$ cat config.mk
export PLATFORM = sky130hd
export DESIGN_NAME = fixed_partition_fit_allocator_flat
export DESIGN_NICKNAME = d
export VERILOG_FILES = /design/src/fpfa_pkg.sv /design/src/fpfa_if.sv /design/src/fixed_partition_fit_allocator.sv /design/src/fpfa_cmp.sv /design/src/flat_wrapper.sv
export SDC_FILE = /design/constraint.sdc
export NUM_CORES = 1
export LEC_CHECK = 0
export ABC_AREA = 1
export BUFFER_PORTS_ARGS = -buffer_cell sky130_fd_sc_hd__buf_4
export CAP_MARGIN = 20
export CORE_MARGIN = 4
export CORE_UTILIZATION = 35
export DETAILED_ROUTE_END_ITERATION = 8
export HOLD_SLACK_MARGIN = 0.02
export MAX_ROUTING_LAYER = met4
export PLACE_DENSITY = 0.52
export SETUP_SLACK_MARGIN = 0.02
export SLEW_MARGIN = 30
export SYNTH_ARGS = -nofsm -noshare
export SYNTH_HDL_FRONTEND = slang
export SYNTH_SLANG_ARGS = --single-unit
$ cat constraint.sdc
create_clock -name clk -period 11.2 [get_ports clk]
set_input_delay 0 -clock clk [delete_from_list [all_inputs] [get_ports clk]]
set_output_delay 0 -clock clk [all_outputs]
set_load 0.01 [all_outputs]
$ cat src/fpfa_pkg.sv
// ----------------------------------------------------------------------------
// fpfa_pkg
// Shared types and constants for the fixed partition fit allocator.
// ----------------------------------------------------------------------------
package fpfa_pkg;

    localparam int NUM_PARTITIONS = 16;
    localparam int SIZE_BITS      = 24;
    localparam int IDX_W          = $clog2(NUM_PARTITIONS);
    localparam int CNT_W          = $clog2(NUM_PARTITIONS + 1);
    localparam int TAG_W          = 8;
    localparam int POLICY_W       = 2;
    localparam int IN_USE_W       = 5;
    localparam int CFG_IDX_W      = 1;
    localparam int CFG_DATA_W     = 5;

    // Register indexes of the configuration port
    localparam logic [CFG_IDX_W-1:0] CFG_FIT_POLICY        = 1'b0;
    localparam logic [CFG_IDX_W-1:0] CFG_PARTITIONS_IN_USE = 1'b1;

    // Item function codes
    localparam logic FUNC_LOAD    = 1'b0;
    localparam logic FUNC_REQUEST = 1'b1;

    typedef enum logic [POLICY_W-1:0] {
        FIT_FIRST = 2'd0,
        FIT_BEST  = 2'd1,
        FIT_WORST = 2'd2,
        FIT_NEXT  = 2'd3
    } fit_policy_t;

    typedef enum logic [1:0] {
        ST_IDLE,
        ST_SCAN,
        ST_FINISH
    } state_t;

    // Outcome of one comparator step
    typedef struct packed {
        logic fits;    // entry free and large enough
        logic better;  // fits and beats the current pick under the policy
    } cmp_t;

endpackage

$ cat src/fpfa_if.sv
// ----------------------------------------------------------------------------
// fpfa_req_if / fpfa_res_if
// Valid/ready channels for allocator items and their results.
// ----------------------------------------------------------------------------
interface fpfa_req_if;
    logic                                  valid;
    logic                                  ready;
    logic                                  func;
    logic [3:0]                            entry_index;
    logic [fpfa_pkg::SIZE_BITS-1:0]        amount;
    logic [fpfa_pkg::TAG_W-1:0]            request_tag;

    modport source (output valid, func, entry_index, amount, request_tag, input ready);
    modport sink   (input valid, func, entry_index, amount, request_tag, output ready);
endinterface

interface fpfa_res_if;
    logic                                  valid;
    logic                                  ready;
    logic                                  granted;
    logic [3:0]                            partition_index;
    logic [fpfa_pkg::TAG_W-1:0]            tag_out;

    modport source (output valid, granted, partition_index, tag_out, input ready);
    modport sink   (input valid, granted, partition_index, tag_out, output ready);
endinterface

$ cat src/fixed_partition_fit_allocator.sv
// ----------------------------------------------------------------------------
// fixed_partition_fit_allocator
// Fixed partition table with first, best, worst and next fit allocation.
// ----------------------------------------------------------------------------
// Sequence: a load goes from idle straight to the finish state; a request first
//   scans the partitions in use (up to 16) before finishing. First and next fit
//   stop at the first hit. One comparator visits one partition a cycle.
// Items: a new item is accepted only in the idle state, so the last one must be
//   finished first; a finished item waits until the output register is free.
// Reset: asynchronous, active low; clears all sizes, taken marks, the next
//   fit pointer and the registers (policy first fit, 16 partitions in use).
// ----------------------------------------------------------------------------
module fixed_partition_fit_allocator (
    input  logic                                 clk,
    input  logic                                 rst_n,
    input  logic                                 cfg_we,
    input  logic [fpfa_pkg::CFG_IDX_W-1:0]       cfg_index,
    input  logic [fpfa_pkg::CFG_DATA_W-1:0]      cfg_data,
    fpfa_req_if.sink                             req,
    fpfa_res_if.source                           res
);

    localparam int N = fpfa_pkg::NUM_PARTITIONS;

    // Configuration
    fpfa_pkg::fit_policy_t                 policy_reg;
    logic [fpfa_pkg::IN_USE_W-1:0]         in_use_reg;
    logic [fpfa_pkg::CNT_W-1:0]            n_eff;

    // Partition table
    logic [fpfa_pkg::SIZE_BITS-1:0]        size_reg [N];
    logic [N-1:0]                          taken_reg;
    logic [fpfa_pkg::IDX_W-1:0]            last_reg;

    // Sequencer
    fpfa_pkg::state_t                      state_reg, state_next;
    logic [fpfa_pkg::IDX_W-1:0]            pos_reg, pos_next;
    logic [fpfa_pkg::CNT_W-1:0]            cnt_reg, cnt_next;
    logic                                  pick_valid_reg, pick_valid_next;
    logic [fpfa_pkg::IDX_W-1:0]            pick_idx_reg, pick_idx_next;
    logic [fpfa_pkg::SIZE_BITS-1:0]        keep_reg, keep_next;
    logic [fpfa_pkg::SIZE_BITS-1:0]        want_reg;
    logic [fpfa_pkg::TAG_W-1:0]            tag_reg;
    logic                                  stg_granted_reg, stg_granted_next;
    logic [3:0]                            stg_idx_reg, stg_idx_next;

    // Output register
    logic                                  out_valid_reg, out_valid_next;
    logic                                  out_granted_reg;
    logic [3:0]                            out_idx_reg;
    logic [fpfa_pkg::TAG_W-1:0]            out_tag_reg;

    logic                                  accept;
    logic                                  is_load;
    logic                                  slot_free;
    logic                                  commit;
    logic [fpfa_pkg::CNT_W-1:0]            pos_inc;
    logic [fpfa_pkg::CNT_W-1:0]            last_ext;
    fpfa_pkg::cmp_t                        cmp;

    assign n_eff = (in_use_reg > fpfa_pkg::IN_USE_W'(N)) ? fpfa_pkg::CNT_W'(N)
                                                          : fpfa_pkg::CNT_W'(in_use_reg);

    assign req.ready   = (state_reg == fpfa_pkg::ST_IDLE);
    assign accept      = req.valid && req.ready;
    assign is_load     = (req.func == fpfa_pkg::FUNC_LOAD);
    assign slot_free   = !out_valid_reg || res.ready;
    assign pos_inc     = fpfa_pkg::CNT_W'(pos_reg) + fpfa_pkg::CNT_W'(1);
    assign last_ext    = fpfa_pkg::CNT_W'(last_reg);

    assign res.valid           = out_valid_reg;
    assign res.granted         = out_granted_reg;
    assign res.partition_index = out_idx_reg;
    assign res.tag_out         = out_tag_reg;

    // Compare the visited partition
    fpfa_cmp u_cmp (
        .policy     (policy_reg),
        .taken      (taken_reg[pos_reg]),
        .size       (size_reg[pos_reg]),
        .want       (want_reg),
        .pick_valid (pick_valid_reg),
        .keep_size  (keep_reg),
        .result     (cmp)
    );

    // Sequence the scan and stage the result
    always_comb
    begin
        state_next       = state_reg;
        pos_next         = pos_reg;
        cnt_next         = cnt_reg;
        pick_valid_next  = pick_valid_reg;
        pick_idx_next    = pick_idx_reg;
        keep_next        = keep_reg;
        stg_granted_next = stg_granted_reg;
        stg_idx_next     = stg_idx_reg;
        out_valid_next   = out_valid_reg && !res.ready;
        commit           = 1'b0;

        unique case (state_reg)
            fpfa_pkg::ST_IDLE:
            begin
                if (accept)
                begin
                    pick_valid_next  = 1'b0;
                    cnt_next         = n_eff;
                    stg_granted_next = 1'b0;
                    stg_idx_next     = is_load ? req.entry_index : 4'd0;
                    if (policy_reg == fpfa_pkg::FIT_NEXT && last_ext < n_eff)
                        pos_next = last_reg;
                    else
                        pos_next = '0;
                    if (is_load || n_eff == '0)
                        state_next = fpfa_pkg::ST_FINISH;
                    else
                        state_next = fpfa_pkg::ST_SCAN;
                end
            end
            fpfa_pkg::ST_SCAN:
            begin
                if (cmp.better)
                begin
                    pick_valid_next = 1'b1;
                    pick_idx_next   = pos_reg;
                    keep_next       = size_reg[pos_reg];
                end
                // Advance with wrap at the end of the range
                pos_next = (pos_inc == n_eff) ? '0 : pos_inc[fpfa_pkg::IDX_W-1:0];
                cnt_next = cnt_reg - fpfa_pkg::CNT_W'(1);
                if (cnt_reg == fpfa_pkg::CNT_W'(1) || pick_valid_next &&
                    (policy_reg == fpfa_pkg::FIT_FIRST || policy_reg == fpfa_pkg::FIT_NEXT))
                begin
                    commit           = pick_valid_next;
                    stg_granted_next = pick_valid_next;
                    stg_idx_next     = pick_valid_next ? 4'(pick_idx_next) : 4'd0;
                    state_next       = fpfa_pkg::ST_FINISH;
                end
            end
            fpfa_pkg::ST_FINISH:
            begin
                if (slot_free)
                begin
                    out_valid_next = 1'b1;
                    state_next     = fpfa_pkg::ST_IDLE;
                end
            end
            default:
            begin
                state_next = fpfa_pkg::ST_IDLE;
            end
        endcase
    end

    // Hold control state
    always_ff @(posedge clk or negedge rst_n)
    begin
        if (!rst_n)
        begin
            state_reg       <= fpfa_pkg::ST_IDLE;
            cnt_reg         <= '0;
            pick_valid_reg  <= 1'b0;
            out_valid_reg   <= 1'b0;
            policy_reg      <= fpfa_pkg::FIT_FIRST;
            in_use_reg      <= fpfa_pkg::IN_USE_W'(16);
            last_reg        <= '0;
            taken_reg       <= '0;
            for (int i = 0; i < N; i++)
            begin
                size_reg[i] <= '0;
            end
        end
        else
        begin
            state_reg      <= state_next;
            cnt_reg        <= cnt_next;
            pick_valid_reg <= pick_valid_next;
            out_valid_reg  <= out_valid_next;

            // Write configuration
            if (cfg_we)
            begin
                unique case (cfg_index)
                    fpfa_pkg::CFG_FIT_POLICY:
                        policy_reg <= fpfa_pkg::fit_policy_t'(cfg_data[fpfa_pkg::POLICY_W-1:0]);
                    fpfa_pkg::CFG_PARTITIONS_IN_USE:
                        in_use_reg <= cfg_data[fpfa_pkg::IN_USE_W-1:0];
                    default: ;
                endcase
            end

            // Load a partition and free it
            if (accept && is_load)
            begin
                size_reg[req.entry_index[fpfa_pkg::IDX_W-1:0]]  <= req.amount;
                taken_reg[req.entry_index[fpfa_pkg::IDX_W-1:0]] <= 1'b0;
            end

            // Mark the granted partition
            if (commit)
            begin
                taken_reg[pick_idx_next] <= 1'b1;
                if (policy_reg == fpfa_pkg::FIT_NEXT)
                    last_reg <= pick_idx_next;
            end
        end
    end

    // Hold payload
    always_ff @(posedge clk)
    begin
        pos_reg         <= pos_next;
        pick_idx_reg    <= pick_idx_next;
        keep_reg        <= keep_next;
        stg_granted_reg <= stg_granted_next;
        stg_idx_reg     <= stg_idx_next;
        if (accept)
        begin
            want_reg <= req.amount;
            tag_reg  <= req.request_tag;
        end
        if (state_reg == fpfa_pkg::ST_FINISH && slot_free)
        begin
            out_granted_reg <= stg_granted_reg;
            out_idx_reg     <= stg_idx_reg;
            out_tag_reg     <= tag_reg;
        end
    end

    // Check sequencer invariants
    a_scan_count: assert property (@(posedge clk) disable iff (!rst_n)
        state_reg == fpfa_pkg::ST_SCAN |-> cnt_reg != '0)
        else $error("scan running with no partitions left");

    a_accept_leaves_idle: assert property (@(posedge clk) disable iff (!rst_n)
        accept |=> state_reg != fpfa_pkg::ST_IDLE)
        else $error("sequencer stayed idle after an accepted transaction");

    a_grant_marked: assert property (@(posedge clk) disable iff (!rst_n)
        commit |=> taken_reg[$past(pick_idx_next)])
        else $error("granted partition not marked taken");

    a_out_needs_finish: assert property (@(posedge clk) disable iff (!rst_n)
        $rose(out_valid_reg) |-> $past(state_reg) == fpfa_pkg::ST_FINISH)
        else $error("result presented without a finished transaction");

endmodule

$ cat src/fpfa_cmp.sv
// ----------------------------------------------------------------------------
// fpfa_cmp
// Shared compare unit: checks one partition against the request and the
// current best pick.
// ----------------------------------------------------------------------------
module fpfa_cmp (
    input  fpfa_pkg::fit_policy_t           policy,
    input  logic                            taken,
    input  logic [fpfa_pkg::SIZE_BITS-1:0]  size,
    input  logic [fpfa_pkg::SIZE_BITS-1:0]  want,
    input  logic                            pick_valid,
    input  logic [fpfa_pkg::SIZE_BITS-1:0]  keep_size,
    output fpfa_pkg::cmp_t                  result
);

    logic fit;
    logic smaller;
    logic larger;

    // Leftover order equals size order for the same request
    assign fit     = !taken && (size >= want);
    assign smaller = size < keep_size;
    assign larger  = size > keep_size;

    always_comb
    begin
        result.fits = fit;
        unique case (policy)
            fpfa_pkg::FIT_BEST:  result.better = fit && (!pick_valid || smaller);
            fpfa_pkg::FIT_WORST: result.better = fit && (!pick_valid || larger);
            default:             result.better = fit && !pick_valid;
        endcase
    end

endmodule
$ cat src/flat_wrapper.sv
// flat-port wrapper written by rule: the top's interface ports become plain ports
module fixed_partition_fit_allocator_flat 
  (clk, rst_n, cfg_we, cfg_index, cfg_data, req_valid, req_func, req_entry_index, req_amount, req_request_tag, req_ready, res_valid, res_granted, res_partition_index, res_tag_out, res_ready);
  fpfa_req_if req_i ();
  fpfa_res_if res_i ();
  input  logic clk;
  input  logic rst_n;
  input  logic cfg_we;
  input  logic [fpfa_pkg::CFG_IDX_W-1:0] cfg_index;
  input  logic [fpfa_pkg::CFG_DATA_W-1:0] cfg_data;
  input wire logic [$bits(req_i.valid)-1:0] req_valid;
  input wire logic [$bits(req_i.func)-1:0] req_func;
  input wire logic [$bits(req_i.entry_index)-1:0] req_entry_index;
  input wire logic [$bits(req_i.amount)-1:0] req_amount;
  input wire logic [$bits(req_i.request_tag)-1:0] req_request_tag;
  output wire logic [$bits(req_i.ready)-1:0] req_ready;
  output wire logic [$bits(res_i.valid)-1:0] res_valid;
  output wire logic [$bits(res_i.granted)-1:0] res_granted;
  output wire logic [$bits(res_i.partition_index)-1:0] res_partition_index;
  output wire logic [$bits(res_i.tag_out)-1:0] res_tag_out;
  input wire logic [$bits(res_i.ready)-1:0] res_ready;
  assign req_i.valid = req_valid;
  assign req_i.func = req_func;
  assign req_i.entry_index = req_entry_index;
  assign req_i.amount = req_amount;
  assign req_i.request_tag = req_request_tag;
  assign req_ready = req_i.ready;
  assign res_valid = res_i.valid;
  assign res_granted = res_i.granted;
  assign res_partition_index = res_i.partition_index;
  assign res_tag_out = res_i.tag_out;
  assign res_i.ready = res_ready;
  fixed_partition_fit_allocator u_core (.clk(clk), .rst_n(rst_n), .cfg_we(cfg_we), .cfg_index(cfg_index), .cfg_data(cfg_data), .req(req_i), .res(res_i));
endmodule
==> results of run 1 <==
final cells by class:
cell class / count / area share (%)
Clock buffer: 83 / 6.18
Multi-Input combinational cell: 1721 / 32.4
Sequential cell: 502 / 48.6
Clock inverter: 17 / 0.479
Inverter: 226 / 3.21
Antenna cell: 1 / 0.00940
Timing Repair Buffer: 151 / 5.08
Tap cell: 855 / 4.02
worst register-to-register path, delay by kind of cell (launching register included):
family	cells	cell delay, ns
buf+inv	4	2.36
compound gates	7	1.16
simple gates	9	0.99
fa+ha+maj	1	0.27
flops	1	0.36
cell usage in the layout, fill, tap and decap left out, types with 3 or more instances in the layout:
cell type	netlist	routed
nand2_1	520	515
o21ai_0	463	463
dfrtp_1	419	419
nor2_1	246	240
a21oi_1	234	234
inv_1	218	215
buf_4	3	89
edfxtp_1	78	78
clkbuf_16	0	57
ha_1	56	56
dlygate4sd3_1	0	55
nand3_1	30	29
o211ai_1	25	25
o22ai_1	18	18
nand4_1	18	18
a221oi_1	17	17
nand2_2	10	15
o311ai_0	14	14
o2111ai_1	14	14
clkbuf_1	147	14
clkbuf_8	0	12
o221ai_1	9	9
o21bai_1	9	9
clkinv_2	0	9
nor2_4	3	8
clkinv_1	2	7
inv_2	5	6
nor2_2	3	4
xor2_1	4	4
o31ai_1	4	4
dfxtp_1	4	4
o21ai_1	3	3
nand3_4	2	3
per-layer routing:
layer / track usage (%) / vias to the layer above / routed length, um
met1: 27.3 / 9065 / 31700
met3: 3.16 / 127 / 4070
met2: 33.0 / 596 / 33000
met4: 5.74 / 0 / 2010
li1: - / 8834 / -
met5: - / - / 0
kinds of logic after synthesis:
group           Yosys count
xor+xnor                  4
flops                   502
simple gates            837
fa+ha+maj                56
buf+inv                 409
compound gates          822
mux                       2
power groups by stage:
stage / clock network, mW / registers [mW] / logic (mW)
after floorplan: 0 / 2.79 / 1.92
after global placement: 0 / 2.85 / 2.69
after detailed placement: 0 / 2.86 / 2.74
after CTS: 1.83 / 2.83 / 2.77
after global routing: 1.90 / 2.91 / 3.14
final: 1.78 / 2.84 / 2.77
how the worst max path moves through the flow:
stage	start	end	slack (ns)
after global routing	u_core.pos_reg[1]$_DFFE_PP_	u_core.keep_reg[7]$_DFFE_PP_	5.61
after detailed placement	u_core.pos_reg[1]$_DFFE_PP_	u_core.keep_reg[7]$_DFFE_PP_	6.05
after CTS	u_core.pos_reg[1]$_DFFE_PP_	u_core.state_reg[1]$_DFFE_PN0P_	6.01
after global placement	u_core.pos_reg[1]$_DFFE_PP_	u_core.keep_reg[6]$_DFFE_PP_	5.78
after floorplan	u_core.pos_reg[0]$_DFFE_PP_	u_core.keep_reg[0]$_DFFE_PP_	7.48
final	u_core.pos_reg[1]$_DFFE_PP_	u_core.state_reg[1]$_DFFE_PN0P_	5.95
per-stage QoR:
step	power [mW]	setup slack, ns	instance area (um^2)	std cells
after floorplan	4.71	7.48	23100	2632
after global placement	5.54	5.78	24200	3398
after detailed placement	5.60	6.05	24200	3398
after CTS	7.43	6.01	26500	3552
after global routing	7.95	5.61	26600	3555
final	7.38	5.95	26600	3556
==> impl_metrics.yaml, run 1 <==
synthesis:
  synth_edf_count: 78
  synth_compound_area_share_pct: 19.4
  syn_avg_cell_area_um2: 8.77
  synth_top_area_share_pct: 45.4
  seq_area_frac_synth_pct: 56.0
  synthCells: 2632
  synth_top_family_by_area: "compound AO/OA/AOI/OAI gates"
  synth_top_area_cell: "dfrtp_1"
  synthSimpleGateAreaFrac_pct: 14.4
  synth_common_cells: "nand2_1, o21ai_0, dfrtp_1"
  synth_cell_types: 46
  synth_xor_area_share_pct: 0.152
  synth.net_count: 2736
  synth.most_common_cell: "nand2_1"
  synth_seq_cells: 502
  ys_top_cells_by_area: "dfrtp_1, edfxtp_1, o21ai_0, nand2_1, a21oi_1"
  yosysWarnings: 0
  netlist_area_mm2: 0.0231
  muxShareOfSynthArea_pct: 0.0975
  ys_async_sr_fraction_pct: 83.7
  yosys.area_share.adder_pct: 3.03
  synthFlopType: "dfrtp_1"
timing:
  maxSlewViolCount: 0
  max_freq_ghz: 0.190
  final-hold-violation-count: 0
  hold_ws_ns: 0.116
  clock-skew-final_ns: 0.0233
  fin_crit_ns: 5.25
  setup_tns_ns: 0
  fin_crit_sh_pct: 46.9
  rsz0062_at_grt: "no"
  finalSetupViolCount: 0
  worst_slew_pin_slew_ns: 0.974
  slew_headroom_pct: 35.0
cells_and_area:
  nets: 2760
  multiInputGateArea_mm2: 0.00864
  layout-drive-gt1-share_pct: 8.41
  utilization_pct: 41.0
  ff_latch_area_mm2: 0.0129
  largest_reg_flops: 384
  fill_cells: 6421
  syn2layout_area_growth_pct: 15.3
grt:
  grt_overflow: 0
  grt_pass1_vias: 18170
  grt_max_degree: 177
  track_usage_pct: 20.6
  grt_pass1_wl_um: 110000
  antenna_found_initial: 0
setup_path:
  critPathSlowestCell: "inv_2"
  setup.worst_path.end_class: "register"
  r2r_start: "u_core.pos_reg[1]$_DFFE_PP_"
  crit_buf_inv: 4
  cpMostUsedCell: "nand2_1"
  worstReg2RegEnd: "u_core.state_reg[1]$_DFFE_PN0P_"
  worstPathCellList: "buf_4 -> buf_4 -> nor2_2 -> inv_2 -> a21oi_1 -> a221oi_1 -> nand2_1 -> nand2_1 -> ha_1 -> a21oi_1 -> o21a_1 -> nand2_1 -> nand2_1 -> nand4_1 -> nand2_2 -> nand2_2 -> a21oi_1 -> nand2_1 -> o21ai_0 -> o22ai_1 -> dlygate4sd3_1"
  criticalPathCategory: "reg -> reg"
  crit_cells: 21
  rr_worst_depth: 21
  max_stage_delay_ns: 0.74
  cp_max_fo: 59
  worstPathArrival_ns: 5.74
  start_kind: "register"
  crit_required_ns: 11.68
  path_delay_family: "buffers and inverters"
  rrSetupSlack_ns: 5.95
clocking:
  clk_latency_ns: 0.61
  cts_hold_buf: 54
  cts-root-buf: "clkbuf_16"
  clock_path_buffers: 3
  clk_pin_slew_ns: 0.06
  clock-sinks: 502
  cts_tree: "yes"
  cts.repair.resized: 0
  cts-htree-levels: 2
  numCtsBuffers: 54
  cts_setup_buffers: 0
drt:
  drtIter0Drc: 1854
  drc: 0
  vias_per_cell: 5.24
  wl_per_cell_um: 19.9
  totalWireLength_um: 70800
  ant_nets: 0
  drtPass1Iterations: 6
  dr_total_vias: 18622
power:
  pwr-share-clk_pct: 24.1
  seqPwrFrac_pct: 38.4
  switchingPower_mw: 2.89
  p_sw_share_pct: 39.1
  p_leak_nw: 12.0
  power.density_mw_per_mm2: 277
  irDropWorstVdd_mv: 0.139
  power_frac_comb_pct: 37.5
  p_int_mw: 4.50
placed_design:
  place_congestion: 0.862
  port_buffers: 62
  dp_hpwl_um: 39400
floorplanning:
  rows: 93
  initial_core_util_pct: 35.6
  ios: 63
  fp.dieArea_mm2: 0.0701
  die_w_um: 265
  die_h_um: 265
  core-area_mm2: 0.0649
flow_run:
  cap_violations: 0
hold_path:
  whs_path_depth: 2
  hold_path_end: "u_core.tag_reg[4]$_DFFE_PP_"
  hold_class: "in -> reg"
  worstHoldStart: "req_request_tag[4]"
outcome:
  outcome: "finished, final reports clean"
Power figures use the tool's default switching activity.
==> run 2: changes to the inputs <==
--- a/config.mk
+++ b/config.mk
@@ -5,7 +5,7 @@
 export SDC_FILE = /design/constraint.sdc
 export NUM_CORES = 1
 export LEC_CHECK = 0
-export ABC_AREA = 1
+export ABC_AREA = 0
 export BUFFER_PORTS_ARGS = -buffer_cell sky130_fd_sc_hd__buf_4
 export CAP_MARGIN = 20
 export CORE_MARGIN = 4
==> constraint.sdc (replaced) <==
create_clock -name clk -period 5 [get_ports clk]
set_input_delay 0 -clock clk [delete_from_list [all_inputs] [get_ports clk]]
set_output_delay 0 -clock clk [all_outputs]
set_load 0.01 [all_outputs]
==> impl_metrics.yaml, run 2 <==
setup_path:
  critPathSlowestCell: "dlygate4sd3_1"
  max_stage_delay_ns: 0.57
  cp_max_fo: 22
  start_kind: "register"
  setup.worst_path.end_class: "register"
  worstPathCellList: "buf_12 -> buf_16 -> buf_6 -> mux2_2 -> o21ai_0 -> a21oi_1 -> a22oi_1 -> nand2_1 -> ha_1 -> a211oi_1 -> nand3_1 -> o211ai_1 -> a41oi_2 -> a21oi_1 -> a21oi_1 -> dlygate4sd3_1 -> nor2_1"
  cpMostUsedCell: "a21oi_1"
  crit_required_ns: 5.54
  criticalPathCategory: "reg -> reg"
  worstPathArrival_ns: 5.16
floorplanning:
  rows: 94
  die_w_um: 267
  core-area_mm2: 0.0661
  fp.dieArea_mm2: 0.0711
  ios: 63
  die_h_um: 267
  initial_core_util_pct: 35.4
drt:
  drtPass1Iterations: 4
  dr_total_vias: 14498
  totalWireLength_um: 63000
  vias_per_cell: 5.33
  wl_per_cell_um: 23.2
  drc: 0
  drtIter0Drc: 955
  ant_nets: 0
timing:
  setup_tns_ns: 0
  rsz0062_at_grt: "no"
  fin_crit_sh_pct: 92.4
  finalSetupViolCount: 0
  slew_headroom_pct: 43.1
  worst_slew_pin_slew_ns: 0.847
  final-hold-violation-count: 0
  hold_ws_ns: 0.120
  fin_crit_ns: 4.62
  clock-skew-final_ns: 0.0184
  maxSlewViolCount: 0
  max_freq_ghz: 0.217
synthesis:
  synth_seq_cells: 502
  yosys.area_share.adder_pct: 2.99
  synth_edf_count: 78
  synth_common_cells: "dfrtp_1, mux2_2, clkbuf_1"
  synthCells: 1698
  synth_compound_area_share_pct: 5.80
  yosysWarnings: 0
  synth.net_count: 1802
  synth_xor_area_share_pct: 0.224
  seq_area_frac_synth_pct: 55.2
  ys_top_cells_by_area: "dfrtp_1, mux2_2, edfxtp_1, mux4_2, mux2i_1"
  synth_cell_types: 60
  synthFlopType: "dfrtp_1"
  netlist_area_mm2: 0.0234
  synthSimpleGateAreaFrac_pct: 4.44
  muxShareOfSynthArea_pct: 28.5
  synth_top_area_cell: "dfrtp_1"
  synth.most_common_cell: "dfrtp_1"
  ys_async_sr_fraction_pct: 83.7
  syn_avg_cell_area_um2: 13.8
  synth_top_family_by_area: "multiplexers"
  synth_top_area_share_pct: 44.8
power:
  power.density_mw_per_mm2: 559
  p_leak_nw: 12.6
  irDropWorstVdd_mv: 0.242
placed_design:
  port_buffers: 62
  dp_hpwl_um: 36300
  placedCellCount: 2556
  place_congestion: 0.809
  place_area_mm2: 0.0251
hold_path:
  hold_class: "in -> reg"
cells_and_area:
  final_cell_mix: "dfrtp_1, mux2_2, buf_4"
  layout-drive-gt1-share_pct: 37.2
  ff_latch_area_mm2: 0.0129
  multiInputGateArea_mm2: 0.00992
  largest_reg_flops: 384
  fill_cells: 6157
  syn2layout_area_growth_pct: 18.1
  nets: 1912
  final_common_cell: "dfrtp_1"
  final_cells: 2721
  utilization_pct: 41.9
  fin_area_mm2: 0.0277
grt:
  grt_pass1_wl_um: 97100
  track_usage_pct: 18.4
  grt_pass1_vias: 15542
  grt_max_degree: 167
  grt_overflow: 0
  antenna_found_initial: 1
clocking:
  cts-root-buf: "clkbuf_16"
  numCtsBuffers: 57
  clock-sinks: 502
  clk_pin_slew_ns: 0.06
  clk_latency_ns: 0.61
  cts_setup_buffers: 0
  cts_tree: "yes"
  clock_path_buffers: 3
  cts-htree-levels: 2
outcome:
  outcome: "finished, final reports clean"
flow_run:
  cap_violations: 0
## run 2: power breakdown
part           switching, mW  internal [mW]
combinational           2.71           2.44
sequential             0.596           5.43
clock                   1.68           2.61
## run 2: through the flow
step                power, mW  worst slack, ns
CTS                      15.6           0.0611
floorplan                9.48           0.0219
detailed placement       11.2           0.0960
global route             16.4           0.0932
finish                   15.5            0.382
global placement         11.0           0.0747
## run 2: path summary, 6_finish.rpt
path                                                       start                                to  slack (ns)  cells past startpoint
worst max-delay path                 u_core.pos_reg[0]$_DFFE_PP_   u_core.state_reg[0]$_DFFE_PN0P_        0.38                     17
worst min-delay path                          req_request_tag[4]       u_core.tag_reg[4]$_DFFE_PP_        0.12                      2
worst max register to register       u_core.pos_reg[0]$_DFFE_PP_   u_core.state_reg[0]$_DFFE_PN0P_        0.38                     17
worst min register to register  u_core.stg_granted_reg$_DFFE_PP_      u_core.res.granted$_DFFE_PP_        0.42                      0
max in group asynchronous                                  rst_n    u_core.last_reg[1]$_DFFE_PN0P_        3.56                      5
min in group asynchronous                                  rst_n  u_core.size_reg[276]$_DFFE_PN0P_        0.55                      4
## run 2: final cells by class
type / instances / share of cell area (%)
flip-flops and latches: 502 / 46.8
multi-input cells: 1024 / 35.8
diodes: 1 / 0.00905
well taps: 864 / 3.91
clock buffers: 85 / 5.91
repair buffers: 165 / 5.75
inverters: 58 / 0.787
clock inverters: 22 / 1.04
## run 2: critical path, delay by kind of cell (launching register included)
kind,cells,cell delay (ns)
flip-flops,1,0.44
AND/OR/NAND/NOR,3,0.40
adder cells (fa/ha/maj),1,0.27
buffers and inverters,4,1.29
AO/OA/AOI/OAI,8,1.75
multiplexers,1,0.35
## run 2: kinds of logic after synthesis
logic type / count (synthesis)
adder cells (fa/ha/maj): 56
XOR/XNOR: 6
AO/OA/AOI/OAI: 200
flip-flops: 502
buffers and inverters: 172
AND/OR/NAND/NOR: 214
multiplexers: 548
## run 2: layer usage
metal | wire length (um) | GRT usage [%] | vias up
met5 | 0 | - | -
met4 | 1660 | 5.27 | 0
met3 | 2360 | 2.53 | 110
met2 | 30200 | 29.6 | 292
met1 | 28800 | 24.5 | 7569
li1 | - | - | 6527
## run 2: timing repair
action                                  in CTS  in global routing
hold endpoints to repair                   595                  0
hold buffers                                55                  0
endpoints found under the setup margin       0                 49
resized for setup                            0                  6
